==> config.mk <==
export PLATFORM = sky130hd
export DESIGN_NAME = bitmap_frame_allocator
export DESIGN_NICKNAME = d
export VERILOG_FILES = /design/src/sv/bfa_pkg.sv /design/src/sv/bfa_ram.sv /design/src/sv/bitmap_frame_allocator.sv
export SDC_FILE = /design/constraint.sdc
export NUM_CORES = 2
export LEC_CHECK = 0
export BUFFER_PORTS_ARGS = -buffer_cell sky130_fd_sc_hd__buf_2
export CORE_ASPECT_RATIO = 0.8
export CORE_MARGIN = 4
export CORE_UTILIZATION = 54
export CTS_CLUSTER_DIAMETER = 30
export DETAILED_ROUTE_END_ITERATION = 6
export MAX_ROUTING_LAYER = met4
export PLACE_DENSITY = 0.69
export SYNTH_ARGS = -nofsm -noshare
export SYNTH_HDL_FRONTEND = slang
export SYNTH_SLANG_ARGS = --single-unit
==> constraint.sdc <==
create_clock -name clk -period 15.3 [get_ports clk]
set_input_delay 1.53 -clock clk [delete_from_list [all_inputs] [get_ports clk]]
set_output_delay 1.53 -clock clk [all_outputs]
set_load 0.005 [all_outputs]
==> src/sv/bfa_pkg.sv <==
`timescale 1ns / 1ps
// ---------------------------------------------------------------------------
// bfa_pkg
// Shared types and constants of the bitmap frame allocator.
// ---------------------------------------------------------------------------
package bfa_pkg;

  localparam int WORD_BITS   = 32;
  localparam int OFF_W       = 5;
  localparam int FC_W        = 11;
  localparam int START_W     = 10;
  localparam int END_W       = 11;
  localparam int REQ_W       = 23;
  localparam int FRAME_NUM_W = 10;
  localparam int BYTES_W     = 24;

  localparam logic [FC_W-1:0] FC_RESET = 11'd1024;

  // register index taken from paddr[2]
  localparam logic REG_FRAME_COUNT = 1'b0;

  typedef enum logic [1:0] {
    ACT_QUERY = 2'd0,
    ACT_MARK  = 2'd1,
    ACT_ALLOC = 2'd2,
    ACT_RUN   = 2'd3
  } action_t;

  typedef enum logic [7:0] {
    ST_IDLE    = 8'b0000_0001,
    ST_CLEAR   = 8'b0000_0010,
    ST_CALC    = 8'b0000_0100,
    ST_FETCH   = 8'b0000_1000,
    ST_SCAN    = 8'b0001_0000,
    ST_MARK_RD = 8'b0010_0000,
    ST_MARK_WR = 8'b0100_0000,
    ST_OUT     = 8'b1000_0000
  } state_t;

endpackage

==> src/sv/bfa_ram.sv <==
`timescale 1ns / 1ps
// ---------------------------------------------------------------------------
// bfa_ram
// Generic single-write, single-read RAM with registered read data.
// ---------------------------------------------------------------------------
module bfa_ram #(
  parameter int WIDTH = 32,
  parameter int DEPTH = 32
) (
  input  logic                                      clk,
  input  logic                                      we,
  input  logic [((DEPTH > 1) ? $clog2(DEPTH) : 1)-1:0] waddr,
  input  logic [WIDTH-1:0]                          wdata,
  input  logic                                      re,
  input  logic [((DEPTH > 1) ? $clog2(DEPTH) : 1)-1:0] raddr,
  output logic [WIDTH-1:0]                          rdata
);

  logic [WIDTH-1:0] mem [DEPTH];

  always_ff @(posedge clk) begin
    if (we) begin
      mem[waddr] <= wdata;
    end
    if (re) begin
      rdata <= mem[raddr];
    end
  end

endmodule

==> src/sv/bitmap_frame_allocator.sv <==
`timescale 1ns / 1ps
// ---------------------------------------------------------------------------
// bitmap_frame_allocator
// Used-frame bitmap with query, range mark, next-fit single-frame and
// first-fit contiguous-run allocation.
// ---------------------------------------------------------------------------
// The used map sits in a one-write, one-read word RAM (32 frames per word,
// registered read) and every search goes through one shared find-first-bit
// unit under a small sequencer, one transaction at a time. After reset a
// clearing pass writes MAX_FRAMES/32 words with in_stall high. A query reads
// one word; a mark reads and rewrites each word touched; a single-frame
// allocation reads each word scanned, then reads and rewrites the word
// marked (the start word is read twice when the scan wraps); a run
// allocation adds a step for the frame count of the request and a scan step
// per free/used boundary crossed. Every transaction starts with the idle
// state that accepts it and ends by loading the output register; that last
// step waits while the register still holds an earlier result and out_stall
// is high.
// ---------------------------------------------------------------------------
module bitmap_frame_allocator
  import bfa_pkg::*;
#(
  parameter int MAX_FRAMES  = 1024,
  parameter int FRAME_BYTES = 4096
) (
  input  logic                   clk,
  input  logic                   rst_n,
  // input channel
  input  logic                   in_valid,
  output logic                   in_stall,
  input  logic [1:0]             in_action,
  input  logic [START_W-1:0]     in_start_frame,
  input  logic [END_W-1:0]       in_end_frame,
  input  logic                   in_mark_value,
  input  logic [REQ_W-1:0]       in_request_bytes,
  // result channel
  output logic                   out_valid,
  input  logic                   out_stall,
  output logic                   out_found,
  output logic [FRAME_NUM_W-1:0] out_frame_number,
  output logic                   out_frame_bit,
  // configuration port
  input  logic                   psel,
  input  logic                   penable,
  input  logic                   pwrite,
  input  logic [2:0]             paddr,
  input  logic [31:0]            pwdata,
  output logic [31:0]            prdata,
  output logic                   pready
);

  localparam int IW        = $clog2(MAX_FRAMES);
  localparam int CW        = $clog2(MAX_FRAMES + 1);
  localparam int XW        = (CW > FC_W) ? CW : FC_W;
  localparam int MAP_WORDS = (MAX_FRAMES + WORD_BITS - 1) / WORD_BITS;
  localparam int WAW       = (MAP_WORDS > 1) ? $clog2(MAP_WORDS) : 1;

  localparam int FBW = $clog2(FRAME_BYTES);
  localparam int SH  = BYTES_W + FBW;
  localparam int RW  = BYTES_W + 1;
  localparam int PW  = BYTES_W + RW;
  localparam int NW  = BYTES_W + 1 - FBW;
  localparam longint unsigned RECIP = ((64'd1 << SH) + FRAME_BYTES - 1) / FRAME_BYTES;

  localparam logic [RW-1:0]      RECIP_C    = RW'(RECIP);
  localparam logic [XW-1:0]      MAX_X      = XW'(MAX_FRAMES);
  localparam logic [XW-1:0]      WORD_X     = XW'(WORD_BITS);
  localparam logic [XW-1:0]      BASE_MASK  = ~XW'(WORD_BITS - 1);
  localparam logic [WAW-1:0]     LAST_WORD  = WAW'(MAP_WORDS - 1);
  localparam logic [BYTES_W-1:0] ROUND_UP   = BYTES_W'(FRAME_BYTES - 1);
  localparam logic [OFF_W-1:0]   LAST_BIT   = OFF_W'(WORD_BITS - 1);

  state_t               state_r, state_nxt;
  logic [WAW-1:0]       clr_r, clr_nxt;
  action_t              act_r, act_nxt;
  logic [XW-1:0]        pos_r, pos_nxt;
  logic [XW-1:0]        hi_r, hi_nxt;
  logic [XW-1:0]        cur_r, cur_nxt;
  logic                 phase_r, phase_nxt;
  logic                 cnt_r, cnt_nxt;
  logic [XW-1:0]        begin_r, begin_nxt;
  logic [NW-1:0]        need_r, need_nxt;
  logic [BYTES_W-1:0]   n_r, n_nxt;
  logic                 mval_r, mval_nxt;
  logic [IW-1:0]        np_r, np_nxt;
  logic [FC_W-1:0]      fc_r, fc_nxt;
  logic                 res_found_r, res_found_nxt;
  logic [FRAME_NUM_W-1:0] res_frame_r, res_frame_nxt;
  logic                 res_bit_r, res_bit_nxt;
  logic                 out_valid_r, out_valid_nxt;
  logic                 out_found_r, out_found_nxt;
  logic [FRAME_NUM_W-1:0] out_frame_r, out_frame_nxt;
  logic                 out_bit_r, out_bit_nxt;

  // word ram
  logic                 ram_we;
  logic [WAW-1:0]       ram_waddr;
  logic [WORD_BITS-1:0] ram_wdata;
  logic                 ram_re;
  logic [WAW-1:0]       ram_raddr;
  logic [WORD_BITS-1:0] ram_rdata;

  // datapath
  logic [XW-1:0]        fc_eff;
  logic [XW-1:0]        base;
  logic [XW-1:0]        next_base;
  logic [XW-1:0]        hi_diff;
  logic [WORD_BITS-1:0] hi_keep;
  logic [WORD_BITS-1:0] lo_keep;
  logic [WORD_BITS-1:0] scan_word;
  logic [OFF_W-1:0]     off;
  logic                 tgt;
  logic [WORD_BITS-1:0] srch;
  logic                 hit;
  logic [OFF_W-1:0]     hit_idx;
  logic [XW-1:0]        hit_pos;
  logic [PW-1:0]        prod;
  logic [XW-1:0]        end_x;
  logic [XW-1:0]        start_x;
  logic [XW-1:0]        cur_sel;
  logic [XW-1:0]        run_len;
  logic                 cfg_wr;

  bfa_ram #(
    .WIDTH (WORD_BITS),
    .DEPTH (MAP_WORDS)
  ) u_map (
    .clk   (clk),
    .we    (ram_we),
    .waddr (ram_waddr),
    .wdata (ram_wdata),
    .re    (ram_re),
    .raddr (ram_raddr),
    .rdata (ram_rdata)
  );

  assign in_stall         = (state_r != ST_IDLE);
  assign out_valid        = out_valid_r;
  assign out_found        = out_found_r;
  assign out_frame_number = out_frame_r;
  assign out_frame_bit    = out_bit_r;
  assign pready           = 1'b1;
  assign prdata           = (paddr[2] == REG_FRAME_COUNT) ? 32'(fc_r) : 32'd0;
  assign cfg_wr           = psel & penable & pwrite & (paddr[2] == REG_FRAME_COUNT);

  assign fc_eff    = (XW'(fc_r) > MAX_X) ? MAX_X : XW'(fc_r);
  assign start_x   = XW'(in_start_frame);
  assign end_x     = (XW'(in_end_frame) > MAX_X) ? MAX_X : XW'(in_end_frame);
  assign cur_sel   = (XW'(np_r) < fc_eff) ? XW'(np_r) : '0;

  assign base      = pos_r & BASE_MASK;
  assign next_base = base + WORD_X;
  assign off       = pos_r[OFF_W-1:0];
  assign hi_diff   = hi_r - base;
  assign hi_keep   = (hi_diff >= WORD_X) ? '1 :
                     ((WORD_BITS'(1) << hi_diff[OFF_W-1:0]) - WORD_BITS'(1));
  assign lo_keep   = {WORD_BITS{1'b1}} << off;

  // frames at or past the range end read as used
  assign scan_word = ram_rdata | ~hi_keep;

  // shared find-first unit: lowest bit at or above off that equals tgt
  assign tgt  = (act_r == ACT_RUN) && cnt_r;
  assign srch = (tgt ? scan_word : ~scan_word) & lo_keep;

  always_comb begin
    hit     = 1'b0;
    hit_idx = '0;
    for (int i = WORD_BITS - 1; i >= 0; i--) begin
      if (srch[i]) begin
        hit     = 1'b1;
        hit_idx = OFF_W'(i);
      end
    end
  end

  assign hit_pos = base + XW'(hit_idx);
  assign run_len = (hit ? hit_pos : next_base) - begin_r;
  assign prod    = PW'(n_r) * PW'(RECIP_C);

  assign ram_raddr = WAW'(pos_r >> OFF_W);

  always_comb begin
    state_nxt     = state_r;
    clr_nxt       = clr_r;
    act_nxt       = act_r;
    pos_nxt       = pos_r;
    hi_nxt        = hi_r;
    cur_nxt       = cur_r;
    phase_nxt     = phase_r;
    cnt_nxt       = cnt_r;
    begin_nxt     = begin_r;
    need_nxt      = need_r;
    n_nxt         = n_r;
    mval_nxt      = mval_r;
    np_nxt        = np_r;
    fc_nxt        = fc_r;
    res_found_nxt = res_found_r;
    res_frame_nxt = res_frame_r;
    res_bit_nxt   = res_bit_r;
    out_valid_nxt = out_valid_r & out_stall;
    out_found_nxt = out_found_r;
    out_frame_nxt = out_frame_r;
    out_bit_nxt   = out_bit_r;
    ram_we        = 1'b0;
    ram_waddr     = WAW'(pos_r >> OFF_W);
    ram_wdata     = '0;
    ram_re        = 1'b0;

    if (cfg_wr) begin
      fc_nxt = pwdata[FC_W-1:0];
    end

    unique case (state_r)
      ST_CLEAR: begin
        ram_we    = 1'b1;
        ram_waddr = clr_r;
        ram_wdata = '0;
        clr_nxt   = clr_r + WAW'(1);
        if (clr_r == LAST_WORD) begin
          state_nxt = ST_IDLE;
        end
      end

      ST_IDLE: begin
        if (in_valid) begin
          act_nxt       = action_t'(in_action);
          res_found_nxt = 1'b0;
          res_frame_nxt = '0;
          res_bit_nxt   = 1'b0;
          state_nxt     = ST_OUT;
          case (action_t'(in_action))
            ACT_QUERY: begin
              if (start_x < MAX_X) begin
                pos_nxt   = start_x;
                hi_nxt    = MAX_X;
                state_nxt = ST_FETCH;
              end
            end
            ACT_MARK: begin
              if (start_x < end_x) begin
                pos_nxt   = start_x;
                hi_nxt    = end_x;
                mval_nxt  = in_mark_value;
                np_nxt    = IW'(end_x - XW'(1));
                state_nxt = ST_MARK_RD;
              end
            end
            ACT_ALLOC: begin
              if (fc_eff != '0) begin
                pos_nxt   = cur_sel;
                cur_nxt   = cur_sel;
                hi_nxt    = fc_eff;
                phase_nxt = 1'b0;
                state_nxt = ST_FETCH;
              end
            end
            default: begin
              n_nxt = BYTES_W'(in_request_bytes) + ROUND_UP;
              if (XW'(np_r) < fc_eff) begin
                pos_nxt   = XW'(np_r);
                hi_nxt    = fc_eff;
                cnt_nxt   = 1'b0;
                state_nxt = ST_CALC;
              end
            end
          endcase
        end
      end

      ST_CALC: begin
        need_nxt  = NW'(prod >> SH);
        state_nxt = ST_FETCH;
      end

      ST_FETCH: begin
        ram_re    = 1'b1;
        state_nxt = ST_SCAN;
      end

      ST_SCAN: begin
        state_nxt = ST_OUT;
        case (act_r)
          ACT_QUERY: begin
            res_bit_nxt = ram_rdata[off];
          end
          ACT_ALLOC: begin
            if (hit) begin
              res_found_nxt = 1'b1;
              res_frame_nxt = FRAME_NUM_W'(hit_pos);
              np_nxt        = IW'(hit_pos);
              pos_nxt       = hit_pos;
              hi_nxt        = hit_pos + XW'(1);
              mval_nxt      = 1'b1;
              state_nxt     = ST_MARK_RD;
            end else if (next_base >= hi_r) begin
              if (!phase_r && cur_r != '0) begin
                phase_nxt = 1'b1;
                pos_nxt   = '0;
                hi_nxt    = cur_r;
                state_nxt = ST_FETCH;
              end
            end else begin
              pos_nxt   = next_base;
              state_nxt = ST_FETCH;
            end
          end
          ACT_RUN: begin
            if (!cnt_r) begin
              if (hit) begin
                begin_nxt = hit_pos;
                pos_nxt   = hit_pos;
                cnt_nxt   = 1'b1;
                state_nxt = ST_SCAN;
              end else if (next_base < hi_r) begin
                pos_nxt   = next_base;
                state_nxt = ST_FETCH;
              end
            end else if (32'(run_len) >= 32'(need_r)) begin
              res_found_nxt = 1'b1;
              res_frame_nxt = FRAME_NUM_W'(begin_r);
              if (need_r != '0) begin
                pos_nxt   = begin_r;
                hi_nxt    = XW'(32'(begin_r) + 32'(need_r));
                mval_nxt  = 1'b1;
                np_nxt    = IW'(32'(begin_r) + 32'(need_r) - 32'd1);
                state_nxt = ST_MARK_RD;
              end
            end else if (hit) begin
              if (hit_pos + XW'(1) < hi_r) begin
                cnt_nxt   = 1'b0;
                pos_nxt   = hit_pos + XW'(1);
                state_nxt = (hit_idx == LAST_BIT) ? ST_FETCH : ST_SCAN;
              end
            end else if (next_base < hi_r) begin
              pos_nxt   = next_base;
              state_nxt = ST_FETCH;
            end
          end
          default: begin
            state_nxt = ST_OUT;
          end
        endcase
      end

      ST_MARK_RD: begin
        ram_re    = 1'b1;
        state_nxt = ST_MARK_WR;
      end

      ST_MARK_WR: begin
        ram_we    = 1'b1;
        ram_wdata = mval_r ? (ram_rdata | (lo_keep & hi_keep)) :
                             (ram_rdata & ~(lo_keep & hi_keep));
        if (next_base >= hi_r) begin
          state_nxt = ST_OUT;
        end else begin
          pos_nxt   = next_base;
          state_nxt = ST_MARK_RD;
        end
      end

      ST_OUT: begin
        if (!out_valid_r || !out_stall) begin
          out_valid_nxt = 1'b1;
          out_found_nxt = res_found_r;
          out_frame_nxt = res_frame_r;
          out_bit_nxt   = res_bit_r;
          state_nxt     = ST_IDLE;
        end
      end

      default: begin
        state_nxt = ST_IDLE;
      end
    endcase
  end

  always_ff @(posedge clk) begin
    if (!rst_n) begin
      state_r     <= ST_CLEAR;
      clr_r       <= '0;
      np_r        <= '0;
      fc_r        <= FC_RESET;
      out_valid_r <= 1'b0;
    end else begin
      state_r     <= state_nxt;
      clr_r       <= clr_nxt;
      np_r        <= np_nxt;
      fc_r        <= fc_nxt;
      out_valid_r <= out_valid_nxt;
    end
  end

  always_ff @(posedge clk) begin
    act_r       <= act_nxt;
    pos_r       <= pos_nxt;
    hi_r        <= hi_nxt;
    cur_r       <= cur_nxt;
    phase_r     <= phase_nxt;
    cnt_r       <= cnt_nxt;
    begin_r     <= begin_nxt;
    need_r      <= need_nxt;
    n_r         <= n_nxt;
    mval_r      <= mval_nxt;
    res_found_r <= res_found_nxt;
    res_frame_r <= res_frame_nxt;
    res_bit_r   <= res_bit_nxt;
    out_found_r <= out_found_nxt;
    out_frame_r <= out_frame_nxt;
    out_bit_r   <= out_bit_nxt;
  end

endmodule

== Word level (Yosys, flattened, before mapping) ==
Memory sizes are Yosys's and may differ from the RTL's. A register that Yosys moved wholly into a read port is not among the register bits.
Cells that the tools add are included.
Widths: inputs -> output; s select.

* Reduce and logical (&&, ||, !) cells: 29
* $add $sub $neg: 11
* Mux-type cells: 185
* Shifts and indexed selects: 2
* Bitwise logic cells: 15
* Eq/ne operators: 45
* $lt $le $gt $ge: 11

{| class="wikitable"
|+ Operators with widths
! cell !! count
|-
| $mux 11 || 31
|-
| $mux 5 || 34
|-
| $mux 8 || 18
|-
| $mux 32 || 4
|-
| $mux 10 || 11
|-
| $pmux 11 s3 || 3
|-
| $and 32x32->32 || 3
|-
| $not 32->32 || 3
|-
| $pmux 10 s2 || 4
|-
| $mux 1 || 66
|-
| $pmux 11 s2 || 3
|-
| $or 32x32->32 || 2
|-
| $pmux 8 s8 || 1
|-
| $shl 1x5->32 const A || 1
|-
| $shl 32x5->32 const A || 1
|-
| $sub 32x1->32 const B || 1
|-
| $ne 2x2->1 const B || 14
|-
| $add 23x12->24 const B || 1
|-
| $pmux 8 s3 || 1
|-
| $gt 11x11->1 const B || 2
|-
| $lt 10x11->1 || 2
|-
| $lt 11x11->1 || 2
|-
| $reduce_bool 11->1 || 2
|-
| $sub 11x11->11 || 2
|-
| other kinds (52) || 86
|}

* Memory bits (writable): 1024
* Register bits: 144
* Output and inout bits: 47
* Memories: 1
* Input port bits: 89

{| class="wikitable"
|+ Memories
! memory !! depth !! bits a word !! rd ports !! clocked after Yosys merged registers in !! wr ports !! RTL line !! RTL
|-
| u_map.mem || 32 || 32 || 1 || 1 || 1 || bfa_ram.sv:19 || <nowiki>logic [WIDTH-1:0] mem [DEPTH];</nowiki>
|}

== Logic depth before layout (Yosys ltp) ==
* Depth after elaboration: 50
* Gate-level depth with buffers: 42
* Depth with buffers taken out: 35

== By module ==
From an unflattened synthesis, not the netlist that was laid out.

* Cell total of the unflattened synthesis: 3849
* Area, all modules: 53800.3 µm²

{| class="wikitable"
|+ Modules (own cells, without submodules)
! module !! times used !! cells each !! area each (µm²)
|-
| bfa_ram || 1 || 2260 || 40805.4
|-
| bitmap_frame_allocator || 1 || 1589 || 12995.0
|}

== Least setup slack after synthesis ==
No wires, ideal clock.

* Path type: flip-flop to flip-flop
* Start point: reg pos_r[5]
* End point: reg res_found_r, enable pin
* Arrival: 7.810 ns
* Data required time: 14.906 ns
* Library setup time: 0.394 ns
* Buffers on the path: 8
* Stages on the path, launching flop included: 34
* Slack: 7.096 ns
* Cell sequence: edfxtp_1 clkbuf_1 clkbuf_1 clkbuf_1 clkbuf_1 inv_1 ha_1 nor2_1 o2111ai_1 buf_4 a211oi_4 buf_6 a21oi_1 xnor2_1 a2111oi_1 and4bb_2 nor2b_1 buf_2 buf_2 nand2_1 xnor2_1 ha_1 or3_1 a311o_1 a31o_2 a21oi_1 xnor2_1 ha_1 nand4_1 o21ai_0 nand2b_1 nor2_1 a21oi_1 o21ai_0

* Longest elaborated chain between the ends: 46
* Elaborated cells on any way between the ends: 80
* Classes of those cells: add/sub (4); order compare (2); eq/ne (2); mux (67); bitwise (4); reduce/logical (1)

{| class="wikitable"
|+ RTL lines
! what !! RTL line !! RTL
|-
| start, declared || bitmap_frame_allocator.sv:76 || <nowiki>logic [XW-1:0] pos_r, pos_nxt;</nowiki>
|-
| start signal, assigned || bitmap_frame_allocator.sv:397 || <nowiki>pos_r <= pos_nxt;</nowiki>
|-
| $sub 11x11->11 || bitmap_frame_allocator.sv:154 || <nowiki>assign hi_diff = hi_r - base;</nowiki>
|-
| $ge 11x6->1 || bitmap_frame_allocator.sv:155 || <nowiki>assign hi_keep = (hi_diff >= WORD_X) ? '1 :</nowiki>
|-
| $mux 32 || bitmap_frame_allocator.sv:155 ||
|-
| $not 32->32 || bitmap_frame_allocator.sv:160 || <nowiki>assign scan_word = ram_rdata | ~hi_keep;</nowiki>
|-
| $or 32x32->32 || bitmap_frame_allocator.sv:160 ||
|-
| $not 32->32 || bitmap_frame_allocator.sv:164 || <nowiki>assign srch = (tgt ? scan_word : ~scan_word) & lo_keep;</nowiki>
|-
| $mux 32 || bitmap_frame_allocator.sv:164 ||
|-
| $and 32x32->32 || bitmap_frame_allocator.sv:164 ||
|-
| $mux 5 (32 in series) || bitmap_frame_allocator.sv:170 || <nowiki>if (srch[i]) begin</nowiki>
|-
| $add 11x5->11 || bitmap_frame_allocator.sv:177 || <nowiki>assign hit_pos = base + XW'(hit_idx);</nowiki>
|-
| $mux 11 || bitmap_frame_allocator.sv:178 || <nowiki>assign run_len = (hit ? hit_pos : next_base) - begin_r;</nowiki>
|-
| $sub 11x11->11 || bitmap_frame_allocator.sv:178 ||
|-
| $ge 11x12->1 || bitmap_frame_allocator.sv:319 || <nowiki>end else if (32'(run_len) >= 32'(need_r)) begin</nowiki>
|-
| $ne 3x3->1 (no source line) || -- ||
|-
| $reduce_and 6->1 (no source line) * || -- ||
|-
| end signal, assigned || bitmap_frame_allocator.sv:406 || <nowiki>res_found_r <= res_found_nxt;</nowiki>
|-
| end, declared || bitmap_frame_allocator.sv:87 || <nowiki>logic res_found_r, res_found_nxt;</nowiki>
|}

Every way passes the cells marked *; elsewhere a longest branch is shown, timed or not.
A chain may end at the register's enable or synchronous reset.

== Final worst setup path ==
* Start point: reg pos_r[5]
* End point: reg np_r[3]

* Longest elaborated chain between the ends: 46
* Elaborated cells on any way between the ends: 83
* Classes of those cells: add/sub (4); order compare (2); eq/ne (2); mux (70); bitwise (4); reduce/logical (1)

{| class="wikitable"
|+ RTL lines
! what !! RTL line !! RTL
|-
| $sub 11x11->11 || bitmap_frame_allocator.sv:154 ||
|-
| $ge 11x6->1 || bitmap_frame_allocator.sv:155 ||
|-
| $mux 32 || bitmap_frame_allocator.sv:155 ||
|-
| $not 32->32 || bitmap_frame_allocator.sv:160 ||
|-
| $or 32x32->32 || bitmap_frame_allocator.sv:160 ||
|-
| $not 32->32 || bitmap_frame_allocator.sv:164 ||
|-
| $mux 32 || bitmap_frame_allocator.sv:164 ||
|-
| $and 32x32->32 || bitmap_frame_allocator.sv:164 ||
|-
| $mux 5 (32 in series) || bitmap_frame_allocator.sv:170 ||
|-
| $add 11x5->11 || bitmap_frame_allocator.sv:177 ||
|-
| $mux 11 || bitmap_frame_allocator.sv:178 ||
|-
| $sub 11x11->11 || bitmap_frame_allocator.sv:178 ||
|-
| $ge 11x12->1 || bitmap_frame_allocator.sv:319 ||
|-
| $ne 3x3->1 (no source line) || -- ||
|-
| $reduce_and 9->1 (no source line) || -- ||
|-
| end signal, assigned || bitmap_frame_allocator.sv:389 || <nowiki>np_r <= np_nxt;</nowiki>
|-
| end, declared || bitmap_frame_allocator.sv:85 || <nowiki>logic [IW-1:0] np_r, np_nxt;</nowiki>
|}

Several ways; a longest one is shown, not always the timed one. The select of a mux whose other input is x is not followed.

==> metrics.md <==
| Metric | Value |
|---|---|
| Min cycle time layout | 10330 ps |
| Crit path DAT | 11000 ps |
| Initial antenna violation count | 1 |
| CP max-delay cell | o21ai_0 |
| Post_cts resized | 0 |
| Fin crit share | 0.675 |
| Top Ports | 136 |
| CP Data Required Time | 15970 ps |
| First-pass GRT wire length | 223000 µm |
| Nature of the critical path endpoint | flop |
| Clock power frac | 0.508 |
| Reg power frac | 0.458 |
| Hpwl dp | 91100 µm |
| Max Buffers Root-to-Sink | 3 |
| Fin Clk Skew | 70.8 ps |
| GP Congestion | 0.973 |
| Detailed Routing Iterations Pass 1 | 6 |
| Initial drt markers | 4246 |
| Asr flop ratio synth | 0 |
| Worst Setup Start Kind | flop |
| Pleak | 19.1 nW |
| Sw Pwr | 0.00177 W |
| Final Hold Viols | 0 |
| Slew HR | 0.115 |
| Hold crit path type | flop to flop |
| Area Overhead vs Synth | 15.9% |
| Status | finished clean |
| Die area | 103000 µm² |
| Max cap viols | 0 |
| Worst-skew pair later-pin latency | 790 ps |
| Setup TNS | 0 ps |
| N_diodes | 0 |
| Post-synthesis cell count | 3414 |
| Core area | 97100 µm² |
| PwrDens | 130 nW/µm² |
| H-tree lvl count | 4 |
| Via count | 33.1k |
| Combinational power share | 0.034 |
| Detail Route Antenna Nets | 0 |
| Met1 GRT Util | 0.438 |
| CP max FO | 36 |
| CTS buffer count | 183 |
| Sw Share | 0.222 |
| Number of flops mapped to enable cells by yosys | 1152 |
| DRT Wirelength | 153000 µm |
| Vias per cell | 6.56 |
| GR Util All Layers | 0.308 |
| # Post-CTS Setup Buffers | 0 |
| Gr busiest metal | met2 |
| CTS tree | yes |
| PortBufs | 90 |
| Post-synth cell types | 96 |
| Commonest non-fill, non-tap cells in the layout | 1152 x edfxtp_1, 266 x nand2_1, 234 x mux4_2 |
| Slowest cell delay on critical path | 700 ps |
| RSZ-0062 raised after global routing | no |
| Number of nets in the layout | 3753 |
| Setup slack after layout | 4970 ps |
| Clock-pin slew on the worst setup and hold paths | 50 ps |
| Synth warn | 0 |
| Int Pwr | 0.00622 W |
| Die X-Extent | 359 µm |
| Clk sinks | 1187 |
| Largest net degree at the start of global routing | 122 |
| Most used cell, CP | o21ai_0 |
| F_max | 96.8 MHz |
| Setup violations, final | 0 |
| Cell area after synthesis | 53100 µm² |
| Hold buffers post-CTS | 0 |
| Slew @ Worst Pin | 1330 ps |
| Fin. max-slew vios | 0 |
| Top FF cell, synth | edfxtp_1 |
| Peak supply drop | 0.104 mV |
| Num rows | 102 |
| Grt met2 use | 0.463 |
| Gr ovfl total | 0 |
| Number of global-route vias before repair | 32.3k |
| Dpl ws | 5240 ps |
| Share of cells above drive strength 1 | 0.225 |
| Initial Utilization | 0.547 |
| Chip height | 289 µm |
| Met3 usage | 0.0580 |
| Synthesized flop and latch total | 1187 |
| CP Class | flop to flop |
| CTS root buf | clkbuf_16 |
| Synth Area per Inst | 15.6 µm² |
| Most common cell after layout, fill and taps aside | edfxtp_1 |
| Wire length per cell | 30.4 µm |
| Seq/Total Area, Yosys | 0.664 |
| DRC violations left | 0 |
cell usage after synthesis, drive strengths merged, types with 21 or more instances:
cell,instances,area [µm²]
edfxtp,1152,34600
nand2,268,1010
mux4,234,5270
nor2,178,673
mux2i,163,1640
a21oi,143,716
clkbuf,129,484
o21ai,122,614
o221ai,101,885
buf,89,465
inv,78,293
ha,76,951
xnor2,52,455
nor3,45,230
nand2b,41,257
nand3,37,185
dfxtp,35,701
a21o,33,248
nor2b,29,181
and2,25,156
nor4,24,150
a211oi,23,195
a31oi,22,144
and3,21,131
power by group through the flow:
stage / logic, W / clock network [W] / registers [W]
2_1_floorplan: 0.000155 / 0 / 0.00371
3_3_place_gp: 0.000266 / 0 / 0.00371
3_5_place_dp: 0.000270 / 0 / 0.00372
4_1_cts: 0.000272 / 0.00410 / 0.00365
5_1_grt: 0.000290 / 0.00427 / 0.00366
6_report: 0.000275 / 0.00406 / 0.00365
logic make-up after synthesis:
group           Yosys count  synth area share
compound gates          624            0.0826
xor+xnor                 69            0.0114
fa+ha+maj                79            0.0190
buf+inv                 299            0.0236
flops                  1187             0.664
mux                     397             0.130
other cells               2          0.000141
simple gates            757            0.0687
metrics by stage:
stage               total power, W  utilization  std cells  hold WS [ps]  instance area, µm²
global placement           0.00397        0.570       4699           409               55400
CTS                        0.00803        0.634       5042           418               61500
detailed placement         0.00399        0.570       4699           406               55400
finish                     0.00799        0.634       5043           419               61600
global route               0.00822        0.634       5043           427               61600
floorplan                  0.00386            -       3434           400               53200
state kept, by name, summed over array words and instances (netlist names), 10 cells and up:
signal / flops
pos_r: 11
out_frame_number: 10
begin_r: 11
cur_r: 10
need_r: 12
np_r: 10
fc_r: 11
res_frame_r: 10
u_map.mem: 1024
hi_r: 11
n_r: 12
u_map.rdata: 32
routing by layer:
layer | part of all wire | routed length [µm]
met5 | 0 | 0
met1 | 0.42 | 63700
met3 | 0.090 | 13800
met2 | 0.47 | 71700
met4 | 0.026 | 3930
critical path: cells and delay by family, from the launching register on:
kind | cells | cell delay (ps)
flops | 1 | 440
compound gates | 16 | 5040
fa+ha+maj | 4 | 1290
buf+inv | 5 | 1380
xor+xnor | 2 | 350
simple gates | 7 | 1650
cell type report:
type                    count  area (µm²)
flip-flops and latches   1187       35300
inverters                  81         304
well taps                1300        1630
multi-input cells        1948       17000
clock inverters           143        1410
fillers                  6836       35600
repair buffers            184        1180
clock buffers             200        4750
worst paths after layout:
path	startpoint	end	slack (ps)	cells past startpoint
max reg2reg	pos_r[5]	np_r[3]	4970	34
min	n_r[23]	need_r[11]	420	0
max	pos_r[5]	np_r[3]	4970	34
min reg2reg	n_r[23]	need_r[11]	420	0
(Power assumes the default switching activity.)
